===== src/sv/stoi_pkg.sv =====
// Shared types, character constants and helpers for the string-to-integer parser.
// No dependencies; imported by stoi_alphabet and string_to_integer_any_base.
package stoi_pkg;

    localparam int unsigned CH_W       = 8;
    localparam int unsigned VALUE_W    = 32;
    localparam int unsigned ALPHA_W    = 64;
    localparam int unsigned BLEN_W     = 5;
    localparam int unsigned DIGIT_IDX_W = 4;   // enough for 16 symbols
    localparam int unsigned CFG_IDX_W  = 2;

    // configuration register indexes
    localparam logic [CFG_IDX_W-1:0] CFG_ALPHA_LO = 2'd0;
    localparam logic [CFG_IDX_W-1:0] CFG_ALPHA_HI = 2'd1;
    localparam logic [CFG_IDX_W-1:0] CFG_BASE_LEN = 2'd2;

    localparam logic [CH_W-1:0] CH_NUL   = 8'h00;
    localparam logic [CH_W-1:0] CH_TAB   = 8'h09;
    localparam logic [CH_W-1:0] CH_LF    = 8'h0A;
    localparam logic [CH_W-1:0] CH_VT    = 8'h0B;
    localparam logic [CH_W-1:0] CH_FF    = 8'h0C;
    localparam logic [CH_W-1:0] CH_CR    = 8'h0D;
    localparam logic [CH_W-1:0] CH_SPACE = 8'h20;
    localparam logic [CH_W-1:0] CH_PLUS  = 8'h2B;
    localparam logic [CH_W-1:0] CH_MINUS = 8'h2D;

    localparam logic [BLEN_W-1:0] MIN_RADIX = 5'd2;

    typedef struct packed {
        logic [CH_W-1:0] ch;
        logic            last_char;
    } t_in_word;

    typedef struct packed {
        logic signed [VALUE_W-1:0] value;
        logic                      base_valid;
    } t_out_word;

    // digit lookup result for one character
    typedef struct packed {
        logic                   hit;
        logic [DIGIT_IDX_W-1:0] idx;
    } t_digit;

    function automatic logic is_space(input logic [CH_W-1:0] c);
        return (c == CH_TAB) || (c == CH_LF) || (c == CH_VT) ||
               (c == CH_FF)  || (c == CH_CR) || (c == CH_SPACE);
    endfunction

    function automatic logic is_sign(input logic [CH_W-1:0] c);
        return (c == CH_PLUS) || (c == CH_MINUS);
    endfunction

endpackage


===== src/sv/stoi_alphabet.sv =====
// Alphabet unit: digit lookup by parallel compare, radix saturation, alphabet check.
// Depends on stoi_pkg.
module stoi_alphabet import stoi_pkg::*; #(
    parameter int MAX_DIGITS = 16
) (
    input  logic [CH_W-1:0]    i_ch,
    input  logic [ALPHA_W-1:0] i_alpha_lo,
    input  logic [ALPHA_W-1:0] i_alpha_hi,
    input  logic [BLEN_W-1:0]  i_base_len,
    output t_digit             o_digit,
    output logic [BLEN_W-1:0]  o_radix,
    output logic               o_base_valid
);

    localparam logic [BLEN_W-1:0] RADIX_MAX = BLEN_W'(MAX_DIGITS);

    logic [CH_W-1:0] w_sym [16];

    always_comb begin
        for (int i = 0; i < 8; i++) begin
            w_sym[i]     = i_alpha_lo[8*i +: 8];
            w_sym[i + 8] = i_alpha_hi[8*i +: 8];
        end
    end

    assign o_radix = (i_base_len > RADIX_MAX) ? RADIX_MAX : i_base_len;

    // lowest matching position wins
    always_comb begin
        o_digit = '0;
        for (int i = MAX_DIGITS - 1; i >= 0; i--) begin
            if ((BLEN_W'(i) < o_radix) && (w_sym[i] == i_ch)) begin
                o_digit.hit = 1'b1;
                o_digit.idx = DIGIT_IDX_W'(i);
            end
        end
        if (i_ch == CH_NUL) begin
            o_digit.hit = 1'b0;
        end
    end

    // length range, pairwise duplicate and forbidden-symbol check
    always_comb begin
        o_base_valid = (i_base_len >= MIN_RADIX) && (i_base_len <= RADIX_MAX);
        for (int i = 0; i < MAX_DIGITS; i++) begin
            if (BLEN_W'(i) < i_base_len) begin
                if ((w_sym[i] == CH_NUL) || is_sign(w_sym[i]) || is_space(w_sym[i])) begin
                    o_base_valid = 1'b0;
                end
                for (int j = i + 1; j < MAX_DIGITS; j++) begin
                    if ((BLEN_W'(j) < i_base_len) && (w_sym[j] == w_sym[i])) begin
                        o_base_valid = 1'b0;
                    end
                end
            end
        end
    end

endmodule


===== src/sv/string_to_integer_any_base.sv =====
// Top level: streaming string-to-integer parser with a configurable digit alphabet.
// Depends on stoi_pkg and stoi_alphabet.
//
// Usage:
//   Input channel (i_in_valid / i_in_word / o_in_stall) takes one character
//   word per cycle while o_in_stall is low; last_char marks the end of a
//   string. Only a word with last_char set produces a result word on the
//   output channel (o_out_valid / o_out_word / i_out_stall): the signed
//   value, wrapped to 32 bits, and the alphabet check flag.
//   Config channel (i_cfg_valid / o_cfg_ready) is always ready; index 0 and 1
//   load the low and high alphabet words, index 2 the base length. Write it
//   only while no string is in flight.
//   A character is registered at acceptance and parsed from the input register;
//   a last character's result is registered in the output register. Throughput
//   is one word per cycle while o_in_stall is low, set by the single multiply-add
//   (accumulator times radix plus digit) in the parse stage.
//   Receiver stall: the output register holds its word; a pending last
//   character then waits in the input register and o_in_stall rises.
//   Non-last characters keep flowing while the output is stalled.
//   Reset (synchronous, active low) clears config registers, parse state and
//   both valid flags.
module string_to_integer_any_base import stoi_pkg::*; #(
    parameter int MAX_DIGITS = 16
) (
    input  logic                  i_clk,
    input  logic                  i_rst_n,
    // character input
    input  logic                  i_in_valid,
    input  t_in_word              i_in_word,
    output logic                  o_in_stall,
    // result output
    output logic                  o_out_valid,
    output t_out_word             o_out_word,
    input  logic                  i_out_stall,
    // configuration writes
    input  logic                  i_cfg_valid,
    output logic                  o_cfg_ready,
    input  logic [CFG_IDX_W-1:0]  i_cfg_index,
    input  logic [ALPHA_W-1:0]    i_cfg_data
);

    // parse phases
    localparam logic [1:0] PH_SPACE = 2'd0;
    localparam logic [1:0] PH_SIGN  = 2'd1;
    localparam logic [1:0] PH_DIGIT = 2'd2;
    localparam logic [1:0] PH_STOP  = 2'd3;

    // config registers
    logic [ALPHA_W-1:0] r_alpha_lo;
    logic [ALPHA_W-1:0] r_alpha_hi;
    logic [BLEN_W-1:0]  r_base_len;

    // input register
    logic     r_in_valid;
    t_in_word r_in_word;

    // parse state
    logic [1:0]         r_phase, n_phase;
    logic               r_neg, n_neg;
    logic [VALUE_W-1:0] r_acc, n_acc;

    // output register
    logic      r_out_valid;
    t_out_word r_out_word;

    t_digit             w_digit;
    logic [BLEN_W-1:0]  w_radix;
    logic               w_base_valid;
    logic               w_out_free;
    logic               w_process;
    logic               w_emit;
    logic [VALUE_W-1:0] w_prod;
    logic [VALUE_W-1:0] w_value;

    assign o_cfg_ready = 1'b1;

    always_ff @(posedge i_clk) begin
        if (!i_rst_n) begin
            r_alpha_lo <= '0;
            r_alpha_hi <= '0;
            r_base_len <= '0;
        end else if (i_cfg_valid && o_cfg_ready) begin
            unique case (i_cfg_index)
                CFG_ALPHA_LO: r_alpha_lo <= i_cfg_data;
                CFG_ALPHA_HI: r_alpha_hi <= i_cfg_data;
                CFG_BASE_LEN: r_base_len <= i_cfg_data[BLEN_W-1:0];
                default: ;   // unmapped index
            endcase
        end
    end

    stoi_alphabet #(
        .MAX_DIGITS (MAX_DIGITS)
    ) u_alphabet (
        .i_ch         (r_in_word.ch),
        .i_alpha_lo   (r_alpha_lo),
        .i_alpha_hi   (r_alpha_hi),
        .i_base_len   (r_base_len),
        .o_digit      (w_digit),
        .o_radix      (w_radix),
        .o_base_valid (w_base_valid)
    );

    // Flow control: only a last character needs room in the output register.
    assign w_out_free = !r_out_valid || !i_out_stall;
    assign w_process  = r_in_valid && (!r_in_word.last_char || w_out_free);
    assign w_emit     = w_process && r_in_word.last_char;
    assign o_in_stall = r_in_valid && !w_process;

    always_ff @(posedge i_clk) begin
        if (!i_rst_n) begin
            r_in_valid <= 1'b0;
        end else if (!o_in_stall) begin
            r_in_valid <= i_in_valid;
        end
    end

    always_ff @(posedge i_clk) begin
        if (!o_in_stall && i_in_valid) begin
            r_in_word <= i_in_word;
        end
    end

    assign w_prod = r_acc * VALUE_W'(w_radix);

    // one parse step for the character in the input register
    always_comb begin
        n_phase = r_phase;
        n_neg   = r_neg;
        n_acc   = r_acc;
        if (r_phase != PH_STOP) begin
            priority if ((r_phase == PH_SPACE) && is_space(r_in_word.ch)) begin
                n_phase = PH_SPACE;
            end else if ((r_phase != PH_DIGIT) && is_sign(r_in_word.ch)) begin
                n_phase = PH_SIGN;
                n_neg   = r_neg ^ (r_in_word.ch == CH_MINUS);
            end else if (w_digit.hit) begin
                n_phase = PH_DIGIT;
                n_acc   = w_prod + VALUE_W'(w_digit.idx);
            end else begin
                n_phase = PH_STOP;
            end
        end
    end

    assign w_value = n_neg ? (VALUE_W'(0) - n_acc) : n_acc;

    always_ff @(posedge i_clk) begin
        if (!i_rst_n) begin
            r_phase <= PH_SPACE;
            r_neg   <= 1'b0;
            r_acc   <= '0;
        end else if (w_emit) begin
            // string done: back to reset state
            r_phase <= PH_SPACE;
            r_neg   <= 1'b0;
            r_acc   <= '0;
        end else if (w_process) begin
            r_phase <= n_phase;
            r_neg   <= n_neg;
            r_acc   <= n_acc;
        end
    end

    always_ff @(posedge i_clk) begin
        if (!i_rst_n) begin
            r_out_valid <= 1'b0;
        end else if (w_emit) begin
            r_out_valid <= 1'b1;
        end else if (!i_out_stall) begin
            r_out_valid <= 1'b0;
        end
    end

    always_ff @(posedge i_clk) begin
        if (w_emit) begin
            r_out_word.value      <= w_value;
            r_out_word.base_valid <= w_base_valid;
        end
    end

    assign o_out_valid = r_out_valid;
    assign o_out_word  = r_out_word;

endmodule


===== config.mk =====
export PLATFORM = sky130hd
export DESIGN_NAME = string_to_integer_any_base
export DESIGN_NICKNAME = d
export VERILOG_FILES = /design/src/sv/stoi_pkg.sv /design/src/sv/stoi_alphabet.sv /design/src/sv/string_to_integer_any_base.sv
export SDC_FILE = /design/constraint.sdc
export NUM_CORES = 2
export LEC_CHECK = 0
export BUFFER_PORTS_ARGS = -buffer_cell sky130_fd_sc_hd__buf_2
export CORE_AREA = 3 3 250 252
export DETAILED_ROUTE_END_ITERATION = 10
export DIE_AREA = 0 0 253 255
export PLACE_DENSITY_LB_ADDON = 0.1
export RECOVER_POWER = 100
export SLEW_MARGIN = 0
export SYNTH_ARGS = -nofsm -noshare
export SYNTH_HDL_FRONTEND = slang
export SYNTH_HIERARCHICAL = 1
export SYNTH_SLANG_ARGS = --single-unit

===== constraint.sdc =====
create_clock -name i_clk -period 7.1 [get_ports i_clk]
set_input_delay 0.71 -clock i_clk [delete_from_list [all_inputs] [get_ports i_clk]]
set_output_delay 0.71 -clock i_clk [all_outputs]
set_load 0.01 [all_outputs]

; Yosys cells after proc, flatten, opt, wreduce, memory -nomap -nowiden
; Index checks and enable logic that the tools add are counted.
[totals]
regBits = 212
inputBits = 80
out_inout_bits = 36
elab_cells = 820
[op_classes]
n_addsub = 2
multipliers = 1
order_cmp = 35
eq_ne = 277
mux = 183
bitwise = 2
reduce_logical = 308
[ops]
columns = cell, count
row1 = $eq A8 B8 Y1, 136
row2 = $eq A8 B4 Y1 const B, 85
row3 = $eq A8 B6 Y1 const B, 51
row4 = $mux W32, 5
row5 = $mux W1, 159
row6 = $logic_and A1 B1 Y1, 143
row7 = $logic_not A8 Y1, 17
row8 = $logic_or A1 B1 Y1, 136
row9 = $mux W5, 17
row10 = $lt A4 B5 Y1 const A, 16
row11 = $lt A3 B5 Y1 const A, 8
row12 = $add A32 B4 Y32, 1
row13 = $mul A32 B5 Y32, 1
row14 = $sub A1 B32 Y32 const A, 1
row15 = $lt A1 B5 Y1 const A, 4
row16 = $lt A2 B5 Y1 const A, 4
row17 = $reduce_and A2 Y1, 4
row18 = $ge A5 B2 Y1 const B, 1
row19 = $gt A5 B5 Y1 const B, 1
row20 = $le A5 B5 Y1 const B, 1
row21 = $logic_not A1 Y1, 5
row22 = $logic_not A2 Y1, 2
row23 = $mux W2, 2
row24 = $ne A2 B2 Y1 const B, 2
row25 = other kinds (6), 6

; Longest topological paths before layout
[depth]
word_depth = 159
depth_mapped = 27
mapped_depth_nobuf = 25

; Cells and area by module
; Netlist, hierarchy kept.
[modules_own_cells]
columns = module, n_inst, cells_each, area_each_um2, seq_area_each_um2
row1 = stoi_alphabet, 1, 2022, 15224.6, 0.0
row2 = string_to_integer_any_base, 1, 1666, 14243.7, 4664.5

; Worst setup path after synthesis
; Ideal clock, no wire load.
[synth_timing]
path_type = reg2reg
from = register r_base_len[4]
to = register r_out_word, in the netlist o_out_word[32] (data pin)
setup_time_ns = 0.261
t_arrival_ns = 5.986
required_time_ns = 6.839
path_slack_ns = 0.853
stages_incl_launch_ff = 25
n_path_buf = 7
period_less_slack_ns = 6.247
path_cell_list = dfxtp_1 buf_6 buf_2 clkbuf_1 clkbuf_1 clkbuf_1 clkbuf_1 and2_1 fa_1 fa_1 inv_1 fa_1 inv_1 ha_1 buf_2 o211ai_1 a21oi_1 or3_1 a2111oi_4 o2111ai_1 a2111oi_4 o211a_4 nor3b_2 a31oi_1 xnor2_1
[synth_between]
elab_chain_len = 27
word_cells_on_any_way = 59
cone_classes = add/sub: 2 / mul: 1 / order compare: 17 / mux: 23 / reduce/logical: 16
[synth_lines]
columns = item, line_no
row1 = from (decl), string_to_integer_any_base.sv:51  ; logic [BLEN_W-1:0] r_base_len;
row2 = from (signal assigned), string_to_integer_any_base.sv:86  ; CFG_BASE_LEN: r_base_len <= i_cfg_data[BLEN_W-1:0];
row3 = $gt A5 B5 Y1, stoi_alphabet.sv:26  ; assign o_radix = (i_base_len > RADIX_MAX) ? RADIX_MAX : i_base_len;
row4 = $mux W5 *, stoi_alphabet.sv:26
row5 = via w_radix[4], string_to_integer_any_base.sv:67  ; logic [BLEN_W-1:0] w_radix;
row6 = $lt A4 B5 Y1, stoi_alphabet.sv:32  ; if ((BLEN_W'(i) < o_radix) && (w_sym[i] == i_ch)) begin
row7 = $logic_and A1 B1 Y1, stoi_alphabet.sv:32
row8 = $mux W5 (16 in a row), stoi_alphabet.sv:32
row9 = $add A32 B4 Y32 or $mux W1 (tied branches), "string_to_integer_any_base.sv:139, stoi_alphabet.sv:37"
row10 = $mux W32 *, string_to_integer_any_base.sv:137  ; end else if (w_digit.hit) begin
row11 = $mux W32 *, string_to_integer_any_base.sv:134  ; end else if ((r_phase != PH_DIGIT) && is_sign(r_in_word.ch)) begin
row12 = $mux W32 *, string_to_integer_any_base.sv:132  ; priority if ((r_phase == PH_SPACE) && is_space(r_in_word.ch)) begin
row13 = $mux W32 *, string_to_integer_any_base.sv:131  ; if (r_phase != PH_STOP) begin
row14 = $sub A1 B32 Y32, string_to_integer_any_base.sv:146  ; assign w_value = n_neg ? (VALUE_W'(0) - n_acc) : n_acc;
row15 = $mux W32 *, string_to_integer_any_base.sv:146
row16 = via w_value[31], string_to_integer_any_base.sv:73  ; logic [VALUE_W-1:0] w_value;
row17 = to (decl), string_to_integer_any_base.sv:64  ; t_out_word r_out_word;
; The timed path passes the listed nets; every way through them passes the cells marked *.
; A chain may end at the register's enable or synchronous reset.

==> impl_metrics.env <==
export IMPL_multi_input_area_um2=22200
export IMPL_fp_coreArea_um2=60400
export IMPL_rsz0062_at_grt="false"
export IMPL_clock_sinks=212
export IMPL_grt_pass1_vias=27600
export IMPL_syn_avg_cell_area_um2=7.99
export IMPL_fill_cells=5839
export IMPL_cp_slowest_stage_delay_ns=0.56
export IMPL_violations="max-capacitance violations, max-slew violations"
export IMPL_worstSetupEndpointType="register"
export IMPL_synthMuxAreaShare=0.00688
export IMPL_crit_fanout=5
export IMPL_wl_per_cell_um=28.5
export IMPL_worst_clock_skew_ns=0.0332
export IMPL_worst_r2r_cell_count=24
export IMPL_crit_type="reg2reg"
export IMPL_track_usage=0.385
export IMPL_max_freq_mhz=148
export IMPL_path_cells="buf_4 > xor2_1 > nor4_2 > buf_4 > and3_1 > nor2_1 > nand2_1 > nor3_1 > inv_1 > fa_1 > inv_1 > ha_1 > inv_1 > fa_1 > fa_1 > xnor2_1 > or4_4 > a2111oi_4 > o2111ai_1 > a2111oi_4 > o211a_4 > nor3b_2 > a31oi_1 > xnor2_1"
export IMPL_start_util=0.488
export IMPL_drt_total_wl_mm=128
export IMPL_fin_crit_ns=6.75
export IMPL_status="finished, violations left"
export IMPL_cap_violations=3
export IMPL_clockPowerShare=0.344
export IMPL_dp_hpwl_mm=87.0
export IMPL_hp_class="in2reg"
export IMPL_place_port_buffers=114
export IMPL_clk_path_buf_depth=3
export IMPL_die_w_um=253
export IMPL_relSlewSlack=-1.34
export IMPL_yosys_register_bits=212
export IMPL_gp_congestion=0.999
export IMPL_root_buffer="clkbuf_16"
export IMPL_start_kind="register"
export IMPL_drive_gt1_frac=0.0964
export IMPL_synth_edf_count=42
export IMPL_setup_viol=0
export IMPL_syn_nets=3917
export IMPL_worst_pin_slew_ns=3.51
export IMPL_final_seq_area_um2=4670
export IMPL_drcViolationCount=0
export IMPL_peakVddDrop_uv=148
export IMPL_synth_compound_area_frac=0.106
export IMPL_pre_cts_ws_ns=0.255
export IMPL_yosysSeqAreaShare=0.158
export IMPL_area_delta_synth_final_pct=6.67
export IMPL_combPwrFrac=0.326
export IMPL_p_per_area_nw_per_um2=128
export IMPL_clk_latency_ns=0.59
export IMPL_cts_tree="yes"
export IMPL_antenna_found_initial=10
export IMPL_power_leakage_nw=12.4
export IMPL_place_area_um2=30600
export IMPL_postRouteAntennaNets=0
export IMPL_firstDrtPassIters=8
export IMPL_yosys_area_share_simple=0.207
export IMPL_slowest_stage="fa_1"
export IMPL_holdBufCountCts=0
export IMPL_synthFlopType="dfxtp_1"
export IMPL_place_inst=4423
export IMPL_crit_arrival_ns=7.09
export IMPL_rows=90
export IMPL_sw_frac_of_total=0.362
export IMPL_design_area_um2=31400
export IMPL_ys_types=87
export IMPL_syn_inst=3688
export IMPL_grt_pass1_wl_mm=185
export IMPL_seqPwrFrac=0.330
export IMPL_post_route_util=0.521
export IMPL_yosys_warnings=6
export IMPL_setup_slack_ns=0.352
export IMPL_synth_top_family_by_area="XOR/XNOR gates"
export IMPL_synth_fa_ha_area_frac=0.0852
export IMPL_tns_ns=0
export IMPL_final_hold_viol_count=0
export IMPL_cts_htree_levels=1
export IMPL_fp_dieH_um=255
export IMPL_overflow=0
export IMPL_hold_path_depth=1
export IMPL_cts_made_buffers=26
export IMPL_ios=116
export IMPL_clk_pin_slew_ns=0.06
export IMPL_grt_start_max_net_pins=108
export IMPL_p_sw_mw=1.45
export IMPL_p_int_mw=2.57
export IMPL_synth_area_um2=29500
export IMPL_drv_slew=173
export IMPL_fin_cells=4479
export IMPL_worstPathRequired_ns=7.44
export IMPL_die_area_um2=64500
export IMPL_synthArstFlopShare=0
export IMPL_vias=28500
export IMPL_nNetsFinal=3903
export IMPL_drt_iter0_markers=4133
export IMPL_vias_per_cell=6.36
export IMPL_fin_crit_sh=0.950
export IMPL_synth_xor_area_share=0.347
repair_timing:
action / CTS / global route
gates resized for setup: 0 / 4
endpoints found under the setup margin: 0 / 6
buffers inserted: 0 / 5
layout by cell type, fill, tap and decap left out, types with 11 or more instances in the layout:
master and n:
xnor2_1 802, xor2_1 366, nand2_1 354, buf_4 203, nand4_1 194, dfxtp_1 169, inv_1 158, and2_1 140
a21boi_0 131, nor2_1 122, nor4_1 121, nor3_1 94, fa_1 86, a21oi_1 82, buf_2 68, ha_1 63
clkbuf_1 61, o21ai_0 42, edfxtp_1 42, a211oi_1 38, nand3_1 35, a31oi_1 32, nand2b_1 28, clkbuf_16 27
mux2i_1 18, a22o_1 13, o31ai_1 11, or3_1 11
cells by family (layout without fill, tap and decap cells):
| group | Yosys count | after routing |
|---|---|---|
| other | 1 | 4 |
| AND/OR/NAND/NOR | 1171 | 1171 |
| XOR/XNOR | 1169 | 1169 |
| buffers and inverters | 532 | 538 |
| flip-flops | 212 | 212 |
| AO/OA/AOI/OAI | 434 | 434 |
| multiplexers | 20 | 20 |
| adder cells (fa/ha/maj) | 149 | 149 |
path summary, 6_finish.rpt:
kind	start	endpoint	slack, ns
worst max-delay path	r_in_word[7]$_DFFE_PP_	o_out_word[32]$_DFFE_PP_	0.35
worst max register to register	r_in_word[7]$_DFFE_PP_	o_out_word[32]$_DFFE_PP_	0.35
worst min register to register	o_out_valid$_SDFFE_PN0P_	o_out_valid$_SDFFE_PN0P_	0.49
worst min-delay path	i_in_word[0]	r_in_word[0]$_DFFE_PP_	0.29
critical path, delay by kind of cell (launching register included):
| family | cells | cell delay [ns] |
|---|---|---|
| buffers and inverters | 5 | 0.62 |
| xor gates and xnor gates | 3 | 0.52 |
| adders and majority gates | 4 | 1.73 |
| and+or+nand+nor | 7 | 1.56 |
| AOI/OAI and AO/OA | 5 | 1.55 |
| DFF | 1 | 0.52 |
state kept, by name, indices dropped and copies added (netlist names):
register and count:
r_neg 1, o_out_word 33, r_alpha_hi 64, r_base_len 5
r_acc 32, r_phase 2, o_out_valid 1, r_in_word 9
r_alpha_lo 64, r_in_valid 1
power groups by stage:
stage | sequential, mW | clock (mW) | combinational [mW]
after floorplan | 1.33 | 0 | 0.908
after global placement | 1.36 | 0 | 1.22
after detailed placement | 1.36 | 0 | 1.25
after CTS | 1.33 | 1.40 | 1.25
after global routing | 1.33 | 1.44 | 1.38
final | 1.33 | 1.38 | 1.31
cell usage after synthesis, types with 11 or more instances:
library cell,count,area (um^2)
inv_1,158,593
edfxtp_1,42,1260
nand3_1,34,170
buf_4,102,766
a22o_1,13,114
ha_1,63,788
nor2b_1,13,81.3
mux2i_1,18,180
o21ai_0,40,200
nand4_1,194,1210
fa_1,86,1720
xor2_1,367,3210
nand2_1,354,1330
nor4_1,123,769
a21oi_1,82,410
or3_1,11,68.8
nor3_1,94,470
a31oi_1,32,200
a211oi_1,37,278
clkbuf_1,84,315
buf_2,179,896
nand2b_1,28,175
a21boi_0,131,983
and2_1,143,895
dfxtp_1,170,3400
o31ai_1,11,82.6
xnor2_1,802,7020
nor2_1,122,458
metrics by stage:
step                      hold WS (ns)  total power [mW]
after global placement           0.466              2.57
after floorplan                  0.440              2.23
final                            0.295              4.02
after global routing             0.287              4.15
after detailed placement         0.469              2.61
after CTS                        0.274              3.98
final cells by class:
| class | count | area share |
|---|---|---|
| Clock inverter | 14 | 0.00398 |
| Inverter | 158 | 0.0189 |
| Antenna cell | 3 | 0.000239 |
| Multi-Input combinational cell | 2944 | 0.706 |
| Clock buffer | 34 | 0.0236 |
| Sequential cell | 212 | 0.148 |
| Tap cell | 782 | 0.0311 |
| Timing Repair Buffer | 332 | 0.0677 |
routing by layer:
| layer | routed length, um | vias up | part of all wire | GRT usage |
|---|---|---|---|---|
| met5 | 16 | - | 0.00013 | 0 |
| met4 | 7260 | 2 | 0.057 | 0.187 |
| met2 | 51700 | 1972 | 0.40 | 0.557 |
| li1 | - | 12200 | - | - |
| met1 | 52900 | 13800 | 0.41 | 0.531 |
| met3 | 15900 | 474 | 0.12 | 0.0992 |
(Power assumes the default switching activity.)
